File: src/rtl/lli_pkg.sv
// Shared types, constants and helpers for the line pair crossing unit.
// Used by every module under rtl and by the port checker; depends on nothing.
package lli_pkg;

   localparam int COORD_W = 48;
   localparam int SLOPE_W = 32;
   localparam int TOL_W = 20;
   localparam int SLOPE_FRAC_BITS_DEF = 30;
   localparam int QUEUE_DEPTH = 4;

   localparam logic [TOL_W-1:0] TOL_RESET = TOL_W'(1);

   localparam logic [1:0] STATUS_CROSS = 2'd0;
   localparam logic [1:0] STATUS_PARALLEL = 2'd1;
   localparam logic [1:0] STATUS_SAT = 2'd2;

   localparam logic signed [COORD_W-1:0] COORD_MAX = {1'b0, {(COORD_W-1){1'b1}}};
   localparam logic signed [COORD_W-1:0] COORD_MIN = {1'b1, {(COORD_W-1){1'b0}}};

   typedef struct packed {
      logic signed [SLOPE_W-1:0] slope_a;
      logic signed [COORD_W-1:0] intercept_a;
      logic inverted_a;
      logic signed [SLOPE_W-1:0] slope_b;
      logic signed [COORD_W-1:0] intercept_b;
      logic inverted_b;
   } req_type;

   typedef struct packed {
      logic signed [COORD_W-1:0] cross_x;
      logic signed [COORD_W-1:0] cross_y;
      logic [1:0] status;
   } rsp_type;

   typedef struct packed {
      req_type pair;
      logic mixed;
   } item_type;

   typedef struct packed {
      logic [COORD_W-1:0] quo;
      logic big;
      logic neg;
   } div_res_type;

   typedef struct packed {
      logic signed [COORD_W-1:0] value;
      logic sat;
   } sat_type;

   function automatic sat_type saturate(input div_res_type r);
      sat_type s;
      s.value = COORD_MAX;
      s.sat = 1'b0;
      if (r.neg) begin
         if (r.big || (r.quo[COORD_W-1] && (|r.quo[COORD_W-2:0]))) begin
            s.value = COORD_MIN;
            s.sat = 1'b1;
         end else begin
            s.value = $signed(COORD_W'(~r.quo + 1'b1));
         end
      end else begin
         if (r.big || r.quo[COORD_W-1]) begin
            s.value = COORD_MAX;
            s.sat = 1'b1;
         end else begin
            s.value = $signed(r.quo);
         end
      end
      return s;
   endfunction

endpackage

File: src/rtl/lli_front.sv
// Input stage of the line pair crossing unit: registers each pair and classifies it.
// Depends on lli_pkg.
module lli_front (
   input  logic clock,
   input  logic reset,
   input  logic req_valid,
   output logic req_stall,
   input  lli_pkg::req_type req_data,
   input  logic q_full,
   output logic push_valid,
   output lli_pkg::item_type push_item
);
   import lli_pkg::*;

   logic valid_ff;
   item_type item_ff;
   item_type item_in;
   logic front_en;

   assign front_en = !valid_ff || !q_full;
   assign req_stall = !front_en;

   always_comb begin
      item_in.pair = req_data;
      item_in.mixed = req_data.inverted_a ^ req_data.inverted_b;
   end

   always_ff @(posedge clock) begin
      if (reset) begin
         valid_ff <= 1'b0;
      end else if (front_en) begin
         valid_ff <= req_valid;
      end
   end

   always_ff @(posedge clock) begin
      if (front_en && req_valid) begin
         item_ff <= item_in;
      end
   end

   assign push_valid = valid_ff && !q_full;
   assign push_item = item_ff;

endmodule

File: config.mk
export PLATFORM = sky130hd
export DESIGN_NAME = lli_front
export DESIGN_NICKNAME = d
export VERILOG_FILES = /design/src/rtl/lli_pkg.sv /design/src/rtl/lli_front.sv
export SDC_FILE = /design/constraint.sdc
export NUM_CORES = 1
export LEC_CHECK = 0
export ABC_AREA = 0
export BUFFER_PORTS_ARGS = -buffer_cell sky130_fd_sc_hd__buf_2
export CAP_MARGIN = 10
export CORE_MARGIN = 2
export CORE_UTILIZATION = 30
export CTS_CLUSTER_DIAMETER = 80
export DETAILED_ROUTE_END_ITERATION = 8
export SLEW_MARGIN = 20
export SYNTH_ARGS = -nofsm -noshare
export SYNTH_HDL_FRONTEND = slang
export SYNTH_SLANG_ARGS = --single-unit
File: constraint.sdc
create_clock -name clock -period 10.8 [get_ports clock]
set_clock_uncertainty 0.15 [all_clocks]
set_input_delay 0 -clock clock [delete_from_list [all_inputs] [get_ports clock]]
set_output_delay 0 -clock clock [all_outputs]
set_load 0.03 [all_outputs]
==> qor.yml, run 1 <==
clockBufferDepth: 2
htree_levels: 4
avgSynthCellArea_um2: 29.17
status: "did not finish"
netlist_instances: 170
post_cts_buffers: 0
fp-row-count: 47
synth_nets: 336
yosys.area.top_type: "edfxtp_1"
synth_most_common_cell: "edfxtp_1"
cts_buffers: 17
ctsHoldBuffers: 152
yosysWarnings: 0
cts_sinks: 164
synthArstFlopShare: 0
port_buffers: 330
synth_area_mm2: 0.004959
synth_area_leaders: "edfxtp_1, dfxtp_1, and2_4, and2b_2, nor2b_2"
synth_edf_count: 163
synth_seq_cells: 164
cts_root_buf: "clkbuf_16"
error: "[ERROR RSZ-0060] Max buffer count reached."
ys_seq_area_frac: 0.9912
io_pins: 331
start_util: 0.3033
die_h_um: 132.6
dieWidth_um: 132.6
synth_top_area_share: 0.9871
ys_types: 8
yosys_most_used_dff: "edfxtp_1"
routabilityCongestion: 0.7833
post_cts_resized: 0
lastStage: "clock tree synthesis"
==> cell families after synthesis <==
group	share of synthesized area
DFF	0.9912
and+or+nand+nor	0.006056
xor gates and xnor gates	0.001767
AOI/OAI and AO/OA	0.001008
==> per-stage QoR <==
| step | hold slack, ns | instances | cell area (µm²) | worst slack, ns |
|---|---|---|---|---|
| after floorplan | -0.07762 | 170 | 4959 | 5.466 |
| after global placement | 0.009217 | 722 | 6905 | 8.025 |
| after detailed placement | 0.01104 | 722 | 6905 | 7.922 |
==> run 2: changes to the inputs <==
- CORE_UTILIZATION: 30 -> 20
- CTS_CLUSTER_DIAMETER: 80 -> not set
- PLACE_DENSITY_LB_ADDON: not set -> 0.15
==> run 2 against run 1 <==
Compared with the run above: the flow now finishes without violations; area after synthesis stayed put; synthesized cell count unchanged.
==> qor.yml, run 2 <==
die_h_um: 161.5  # was 132.6 µm
dieArea_mm2: 0.02607
grt_pass1_wl_um: 21780
status: "completed"  # was did not finish
tightest_slew_ns: 1.051
yosysWarnings: 0  # unchanged
cts_root_buf: "clkbuf_16"  # unchanged
relSlewSlack: 0.2996
share_comb_of_total_power: 0.136
dieWidth_um: 161.5  # was 132.6 µm
synthArstFlopShare: 0  # unchanged
worst_ep_required_time_ns: 10.68
ys_types: 8  # unchanged
drt_iter0_markers: 130
synth_edf_count: 163  # unchanged
p_per_area_mw_per_mm2: 163.8
synth_seq_cells: 164  # unchanged
crit_buf_inv: 1
firstDrtPassIters: 4
hold_class: "primary input to register"
period_share: 0.1827
clkPwrFrac: 0.365
ir_drop_mv: 0.09555
core_area_mm2: 0.02432
drt-total-wl_um: 14530
vias_per_cell: 3.585
synth_most_common_cell: "edfxtp_1"  # unchanged
routabilityCongestion: 0.7606  # was 0.7833
path_class: "register to register"
period_minus_slack_ns: 1.973
cp-end-kind: "register"
critical_path.top_delay_family: "buffers and inverters"
drtAntennaViolNets: 0
final_common_cell: "buf_2"
nets: 853
dpl_cell_area_mm2: 0.007036  # was 0.006905 mm²
yosys_most_used_dff: "edfxtp_1"  # unchanged
whs_ns: 0.1412
synth_nets: 336  # unchanged
drive_gt1_frac: 0.5207
synth_area_leaders: "edfxtp_1, dfxtp_1, and2_4, and2b_2, nor2b_2"  # unchanged
setup_viol: 0
grt_max_degree: 80
overflow: 0
synth_area_mm2: 0.004959  # unchanged
worst_skew_pair.late_latency_ns: 0.41
critPathLaunchType: "register"
fill_cells: 2287
cts_sinks: 164  # unchanged
p_leak_uw: 0.003860
area_growth_pct: 86.12
switchingPower_uw: 386.3
drv_cap: 0
maxSlewViolCount: 0
grt_usage: 0.1103
drc: 0
clk_pin_slew_ns: 0.07
crit_arrival_ns: 1.85
netlist_instances: 170  # unchanged
largest_reg_flops: 163
htree_levels: 4  # unchanged
synth_top_area_share: 0.9871  # unchanged
final_area_mm2: 0.009229
grt_pass1_vias: 4194
yosys.area.top_type: "edfxtp_1"  # unchanged
critPathMaxStageDelay_ns: 0.75
setup_slack_ns: 8.827
port_buffers: 330  # unchanged
post_cts_buffers: 0  # unchanged
dp_hpwl_um: 9961
final_cell_mix: "buf_2, dlygate4sd3_1, edfxtp_1"
grt_setup_unrepaired: "no"
antenna_found_initial: 0
setup_tns_ns: 0
critPathSlowestCell: "buf_4"
io_pins: 331  # unchanged
grt_busiest_layer: "met2"
dp_slack_ns: 8.603  # was 7.922 ns
path_cells: "and2_4, nor2b_4, buf_4"
clockBufferDepth: 2  # unchanged
ctsHoldBuffers: 166  # was 152
grt_use_met2: 0.1976
hold_violations: 0
use_met1: 0.1115
start_util: 0.2039  # was 0.3033
wl_per_cell_um: 14.20
cts_buffers: 17  # unchanged
fp-row-count: 57  # was 47
post_cts_resized: 0  # unchanged
gr-usage-met3: 0.05033
switching_share: 0.2555
avgSynthCellArea_um2: 29.17  # unchanged
ys_seq_area_frac: 0.9912  # unchanged
critPathMaxFanout: 79
timing.fmax_ghz: 0.5069
n_antenna_cell: 0
p_seq_frac: 0.498
intPower_uw: 1126
cts_tree: "done"
vias: 3667
run 2: layout make-up:
type / instances / area, µm² / share of cell area
Sequential cell: 164 / 4915 / 0.5325
Clock buffer: 18 / 429.2 / 0.04650
Clock inverter: 13 / 102.6 / 0.01112
Tap cell: 324 / 405.4 / 0.04393
Multi-Input combinational cell: 6 / 48.80 / 0.005287
Timing Repair Buffer: 498 / 3328 / 0.3606
run 2: per-stage QoR:
| step | instances | util | power [µW] |
|---|---|---|---|
| 2_1_floorplan | 170 | - | 859.7 |
| 3_3_place_gp | 826 | 0.2893 | 926.7 |
| 3_5_place_dp | 826 | 0.2893 | 927.8 |
| 4_1_cts | 1023 | 0.3795 | 1541 |
| 5_1_grt | 1023 | 0.3795 | 1579 |
| 6_report | 1023 | 0.3795 | 1512 |
run 2: metal layers:
layer | up-vias | part of all wire
met2 | 198 | 0.52
met5 | - | 0
met1 | 1733 | 0.37
li1 | 1723 | -
met4 | 0 | 0.016
met3 | 13 | 0.097
run 2: logic make-up after synthesis:
| logic type | after synthesis | synth area share |
|---|---|---|
| XOR/XNOR | 1 | 0.001767 |
| AND/OR/NAND/NOR | 4 | 0.006056 |
| AO/OA/AOI/OAI | 1 | 0.001008 |
| flip-flops | 164 | 0.9912 |
run 2: power groups by stage:
stage	logic (µW)	clock network [µW]	registers (µW)
6_report	206	552	754
5_1_grt	219	603	757
4_1_cts	208	579	754
3_5_place_dp	160	0	768
3_3_place_gp	159	0	767
2_1_floorplan	12.7	0	847
run 2: final timing paths:
path                start              to  slack, ns  cells after the start
min          req_data[99]  push_item[100]       0.14                      2
max reg2reg      valid_ff    push_item[4]       8.83                      3
min reg2reg      valid_ff        valid_ff       0.91                      3
max              valid_ff    push_item[4]       8.83                      3
No activity file was read; power rests on OpenSTA's default activity.
