$ cat config.mk
export PLATFORM = sky130hd
export DESIGN_NAME = lli_queue
export DESIGN_NICKNAME = d
export VERILOG_FILES = /design/src/rtl/lli_pkg.sv /design/src/rtl/lli_queue.sv
export SDC_FILE = /design/constraint.sdc
export NUM_CORES = 1
export LEC_CHECK = 0
export BUFFER_PORTS_ARGS = -buffer_cell sky130_fd_sc_hd__buf_2
export CAP_MARGIN = 30
export CELL_PAD_IN_SITES_DETAIL_PLACEMENT = 0
export CELL_PAD_IN_SITES_GLOBAL_PLACEMENT = 1
export CORE_MARGIN = 10
export CORE_UTILIZATION = 50
export CTS_BUF_LIST = sky130_fd_sc_hd__clkbuf_8
export CTS_CLUSTER_SIZE = 30
export DETAILED_ROUTE_END_ITERATION = 10
export PLACE_DENSITY_LB_ADDON = 0.1
export SLEW_MARGIN = 20
export SYNTH_ARGS = -nofsm -noshare
export SYNTH_HDL_FRONTEND = slang
export SYNTH_SLANG_ARGS = --single-unit
$ cat constraint.sdc
create_clock -name clock -period 6.13 [get_ports clock]
set_input_delay 0.3065 -clock clock [delete_from_list [all_inputs] [get_ports clock]]
set_output_delay 0.3065 -clock clock [all_outputs]
set_load 0.05 [all_outputs]
$ cat src/rtl/lli_pkg.sv
// Shared types, constants and helpers for the line pair crossing unit.
// Used by every module under rtl and by the port checker; depends on nothing.
package lli_pkg;

   localparam int COORD_W = 48;
   localparam int SLOPE_W = 32;
   localparam int TOL_W = 20;
   localparam int SLOPE_FRAC_BITS_DEF = 30;
   localparam int QUEUE_DEPTH = 4;

   localparam logic [TOL_W-1:0] TOL_RESET = TOL_W'(1);

   localparam logic [1:0] STATUS_CROSS = 2'd0;
   localparam logic [1:0] STATUS_PARALLEL = 2'd1;
   localparam logic [1:0] STATUS_SAT = 2'd2;

   localparam logic signed [COORD_W-1:0] COORD_MAX = {1'b0, {(COORD_W-1){1'b1}}};
   localparam logic signed [COORD_W-1:0] COORD_MIN = {1'b1, {(COORD_W-1){1'b0}}};

   typedef struct packed {
      logic signed [SLOPE_W-1:0] slope_a;
      logic signed [COORD_W-1:0] intercept_a;
      logic inverted_a;
      logic signed [SLOPE_W-1:0] slope_b;
      logic signed [COORD_W-1:0] intercept_b;
      logic inverted_b;
   } req_type;

   typedef struct packed {
      logic signed [COORD_W-1:0] cross_x;
      logic signed [COORD_W-1:0] cross_y;
      logic [1:0] status;
   } rsp_type;

   typedef struct packed {
      req_type pair;
      logic mixed;
   } item_type;

   typedef struct packed {
      logic [COORD_W-1:0] quo;
      logic big;
      logic neg;
   } div_res_type;

   typedef struct packed {
      logic signed [COORD_W-1:0] value;
      logic sat;
   } sat_type;

   function automatic sat_type saturate(input div_res_type r);
      sat_type s;
      s.value = COORD_MAX;
      s.sat = 1'b0;
      if (r.neg) begin
         if (r.big || (r.quo[COORD_W-1] && (|r.quo[COORD_W-2:0]))) begin
            s.value = COORD_MIN;
            s.sat = 1'b1;
         end else begin
            s.value = $signed(COORD_W'(~r.quo + 1'b1));
         end
      end else begin
         if (r.big || r.quo[COORD_W-1]) begin
            s.value = COORD_MAX;
            s.sat = 1'b1;
         end else begin
            s.value = $signed(r.quo);
         end
      end
      return s;
   endfunction

endpackage

$ cat src/rtl/lli_queue.sv
// Short queue that decouples the input stage from the arithmetic pipeline.
// Depends on lli_pkg.
module lli_queue #(
   parameter int DEPTH = lli_pkg::QUEUE_DEPTH
) (
   input  logic clock,
   input  logic reset,
   input  logic push,
   input  lli_pkg::item_type push_item,
   output logic full,
   input  logic pop,
   output logic head_valid,
   output lli_pkg::item_type head_item
);
   import lli_pkg::*;

   localparam int PTR_W = (DEPTH > 1) ? $clog2(DEPTH) : 1;
   localparam int CNT_W = $clog2(DEPTH + 1);

   item_type mem_ff [0:DEPTH-1];
   logic [PTR_W-1:0] wr_ptr_ff;
   logic [PTR_W-1:0] rd_ptr_ff;
   logic [CNT_W-1:0] count_ff;
   logic do_push;
   logic do_pop;

   assign full = (count_ff == CNT_W'(DEPTH));
   assign head_valid = (count_ff != '0);
   assign do_push = push && !full;
   assign do_pop = pop && head_valid;
   assign head_item = mem_ff[rd_ptr_ff];

   always_ff @(posedge clock) begin
      if (reset) begin
         wr_ptr_ff <= '0;
         rd_ptr_ff <= '0;
         count_ff <= '0;
      end else begin
         if (do_push) begin
            wr_ptr_ff <= (wr_ptr_ff == PTR_W'(DEPTH - 1)) ? '0 : wr_ptr_ff + 1'b1;
         end
         if (do_pop) begin
            rd_ptr_ff <= (rd_ptr_ff == PTR_W'(DEPTH - 1)) ? '0 : rd_ptr_ff + 1'b1;
         end
         if (do_push && !do_pop) begin
            count_ff <= count_ff + 1'b1;
         end else if (do_pop && !do_push) begin
            count_ff <= count_ff - 1'b1;
         end
      end
   end

   always_ff @(posedge clock) begin
      if (do_push) begin
         mem_ff[wr_ptr_ff] <= push_item;
      end
   end

endmodule

==> Flow_metrics.wiki <==
{| class="wikitable"
! Metric !! Value
|-
| Fraction of final layout cells with drive strength greater than 1 || 40.7%
|-
| Hold endpoint || mem_ff[1][149]
|-
| Sum of negative setup slack || 0 ns
|-
| Unrepaired setup endpoints after global routing || false
|-
| Sequential cell area fraction in the yosys report || 82.5%
|-
| Largest area contributor in the netlist || sky130_fd_sc_hd__edfxtp_1
|-
| Footprint of the multi-input gates || 3960 sq um
|-
| Sum of net half-perimeters after detailed placement || 29700 um
|-
| Post-synthesis cell count || 901
|-
| TritonCTS clock tree || built
|-
| FP Rows || 80
|-
| Vias in the first global route || 12.5k
|-
| Post-synth top flop || sky130_fd_sc_hd__edfxtp_1
|-
| Critical path required time || 5.82 ns
|-
| I/O pin total || 332
|-
| Buffer levels on the longest clock path || 3
|-
| DIE AREA || 57100 sq um
|-
| Launching point of the worst reg2reg path || count_ff[0]
|-
| Via count || 11.5k
|-
| Yosys Warn Count || 0
|-
| Core area || 47500 sq um
|-
| Tightest hold margin || 0.397 ns
|-
| Most numerous cell in the Yosys netlist || sky130_fd_sc_hd__edfxtp_1
|-
| Combinational fraction of design power || 30.4%
|-
| Post-detailed-routing wire length || 50100 um
|-
| Highest fanout seen on the critical path || 126
|-
| Worst slew margin relative to its limit || 38.2%
|-
| Area growth from synthesis to layout || 24.5%
|-
| Net count of the finished layout || 1653
|-
| Clock sink total || 661
|-
| Clock Pin Slew Worst Setup and Hold Paths || 0.06 ns
|-
| Leak pwr || 0.0102 uW
|-
| Die Span Y || 239 um
|-
| Root buffer cell || sky130_fd_sc_hd__clkbuf_8
|-
| Gr usage total || 17.7%
|-
| Relative contribution of the clock network to total power || 25.3%
|-
| Initial standard-cell utilization of the core || 50.4%
|-
| FF-to-FF path depth || 3
|-
| Mean routed wirelength per cell || 23.0 um
|-
| Final-layout fill cell count || 3335
|-
| Setup slack after layout || 2.96 ns
|-
| Count of unresolved DRC violations after routing || 0
|-
| Ys async rst share || 0%
|-
| DP Worst Slack || 3.42 ns
|-
| Worst setup path category || reg2out
|-
| Ratio of total power to cell area || 424 nW/um^2
|-
| Path class of the lowest-slack min-delay path || in2reg
|-
| Slew at the pin closest to its max-slew limit || 0.926 ns
|-
| Internal Power || 8230 uW
|-
| Post-Synthesis Mean Instance Area || 26.6 sq um
|-
| Number of nets in the synthesized netlist || 1075
|-
| Nature of the critical path startpoint || flop
|-
| Final weighted congestion of routability-driven global placement || 0.715
|-
| Number of antenna-violating nets in the routed design || 0
|-
| Max-cap violations || 0
|-
| Global-route congestion overflow total || 0
|-
| Clk_lat worst skew || 0.66 ns
|-
| Final min period || 3.17 ns
|-
| Hold Path Depth || 2
|-
| Footprint of the flip-flops and latches || 19800 sq um
|-
| FMAX || 315 MHz
|-
| Fin. max-slew vios || 0
|-
| Peak supply drop || 0.256 mV
|-
| Terminus of the critical flop-to-flop path || mem_ff[1][44]
|-
| Clock buffer count from CTS || 103
|-
| Reg-to-reg slack, setup || 3.49 ns
|-
| Data arrival time of the worst path || 2.87 ns
|-
| Share of the clock period used by the worst path || 51.7%
|-
| Pin count of the biggest net entering global routing || 138
|-
| Hold Startpoint || push_item[149]
|-
| Vias per std cell || 5.26
|-
| Number of hold-slack violations in the final timing report || 0
|-
| H-tree levels || 3
|-
| Result of the run || complete, no violations
|-
| Initial antenna violation count || 4
|-
| Switching Share || 35.0%
|-
| Buffers added on ports || 331
|-
| Yosys top cell area share || 81.7%
|-
| Type of destination of the critical path || output port
|-
| Count of distinct cell types in the synthesized netlist || 25
|-
| Post-synthesis instance area || 24000 sq um
|-
| First-pass GRT wire length || 75900 um
|-
| Horizontal extent of the die || 239 um
|-
| Total of flip-flops plus latches after synthesis || 661
|-
| Sw Pwr || 4430 uW
|-
| Initial DRC Count || 623
|-
| Post-CTS setup buffer count || 0
|-
| Pre-Repair DR Iteration Count || 4
|-
| Number of enable flip-flop cells after synthesis || 652
|-
| Worst Clk Skew || 0.0213 ns
|-
| Portion of total power attributed to sequential cells || 44.3%
|-
| Ranking of synthesized cells by area || sky130_fd_sc_hd__edfxtp_1 82%, sky130_fd_sc_hd__mux4_2 15%, sky130_fd_sc_hd__dfxtp_1 0.75%
|-
| Count of final setup violators || 0
|-
| Top cell types by occurrence after synthesis || 652 x sky130_fd_sc_hd__edfxtp_1, 163 x sky130_fd_sc_hd__mux4_2, 18 x sky130_fd_sc_hd__buf_2
|}
## cells in the final DEF, fill, tap and decap left out
cell,instances
sky130_fd_sc_hd__clkbuf_8,107
sky130_fd_sc_hd__o21ai_0,2
sky130_fd_sc_hd__o31ai_1,1
sky130_fd_sc_hd__mux2i_1,2
sky130_fd_sc_hd__fa_1,1
sky130_fd_sc_hd__diode_2,2
sky130_fd_sc_hd__buf_4,7
sky130_fd_sc_hd__inv_1,34
sky130_fd_sc_hd__clkinvlp_4,3
sky130_fd_sc_hd__nand3_1,2
sky130_fd_sc_hd__dfxtp_1,7
sky130_fd_sc_hd__dlygate4sd3_1,167
sky130_fd_sc_hd__mux4_2,163
sky130_fd_sc_hd__a21oi_1,3
sky130_fd_sc_hd__or3_1,3
sky130_fd_sc_hd__buf_2,331
sky130_fd_sc_hd__o31ai_2,1
sky130_fd_sc_hd__dfxtp_4,2
sky130_fd_sc_hd__clkinv_1,38
sky130_fd_sc_hd__ha_1,6
sky130_fd_sc_hd__xor2_1,2
sky130_fd_sc_hd__or3b_1,1
sky130_fd_sc_hd__and3_4,4
sky130_fd_sc_hd__nor2_1,4
sky130_fd_sc_hd__buf_12,5
sky130_fd_sc_hd__nor3_1,1
sky130_fd_sc_hd__edfxtp_1,652
sky130_fd_sc_hd__nand2_1,1
sky130_fd_sc_hd__inv_2,1
sky130_fd_sc_hd__buf_16,1
sky130_fd_sc_hd__clkinv_2,11
## flip-flops by register name, summed over array words and instances (netlist names), named ones only
| register | count |
|---|---|
| rd_ptr_ff | 2 |
| mem_ff | 652 |
| count_ff | 3 |
| wr_ptr_ff | 2 |
## per-stage QoR
| step | area [sq um] | total power, uW | instances | util (%) |
|---|---|---|---|---|
| 6_report | 29800 | 12700 | 2180 | 62.7 |
| 5_1_grt | 29800 | 13200 | 2179 | 62.7 |
| 4_1_cts | 29800 | 12900 | 2178 | 62.7 |
| 3_5_place_dp | 26300 | 9540 | 1822 | 55.4 |
| 3_3_place_gp | 26300 | 9500 | 1821 | 55.4 |
| 2_1_floorplan | 24000 | 8630 | 901 | - |
## layout make-up
cell class / count / area share (%)
antenna: 2 / 0.0168
multi-input combinational: 197 / 13.3
inverter: 5 / 0.0629
tap: 615 / 2.58
sequential: 661 / 66.3
clock buffer: 107 / 4.94
clock inverter: 82 / 1.12
timing repair buffer: 511 / 11.8
## kinds of logic after synthesis
logic type / Yosys count / share of synthesized area, %
xor gates and xnor gates: 2 / 0.0731
adders and majority gates: 7 / 0.397
DFF: 661 / 82.5
AOI/OAI and AO/OA: 7 / 0.188
and+or+nand+nor: 16 / 0.360
buffers and inverters: 43 / 1.08
muxes: 165 / 15.4
## worst max path at each step
stage / depth (start not counted) / slack, ns / to / from
finish: 3 / 2.96 / head_item[131] / flop
global route: 3 / 2.71 / head_item[131] / flop
CTS: 3 / 2.81 / head_item[33] / flop
detailed placement: 3 / 3.42 / mem_ff[1][113] / count_ff[0]
global placement: 3 / 3.45 / mem_ff[1][121] / count_ff[0]
floorplan: 3 / 1.05 / mem_ff[0][0] / count_ff[0]
## power groups by stage
stage          clock network [uW]  logic, uW  registers (uW)
2_1_floorplan                   0       2940            5700
3_3_place_gp                    0       3820            5690
3_5_place_dp                    0       3830            5710
4_1_cts                      3310       3930            5610
5_1_grt                      3520       4040            5650
6_report                     3210       3850            5610
## layer usage
layer  share of wire (%)  GRT usage (%)  up-vias
met4                 2.3           6.54        6
met3                 7.2           5.30       79
met1                  40           22.4     5953
li1                    -              -     5100
met2                  50           28.7      336
met5               0.068              0        -
## worst max-delay path, cell delays in order, from the launching register on
cell and delay (ns):
sky130_fd_sc_hd__dfxtp_4 0.75, sky130_fd_sc_hd__buf_12 0.64, sky130_fd_sc_hd__mux4_2 0.45, sky130_fd_sc_hd__buf_2 0.24
## repair_timing
| item | CTS | global route |
|---|---|---|
| setup endpoints to repair | 0 | 0 |
| gates resized for setup | 0 | 0 |
| hold endpoints to repair | 661 | 0 |
| hold buffers | 167 | 0 |
Note: power is estimated with default switching activity, not from simulation.
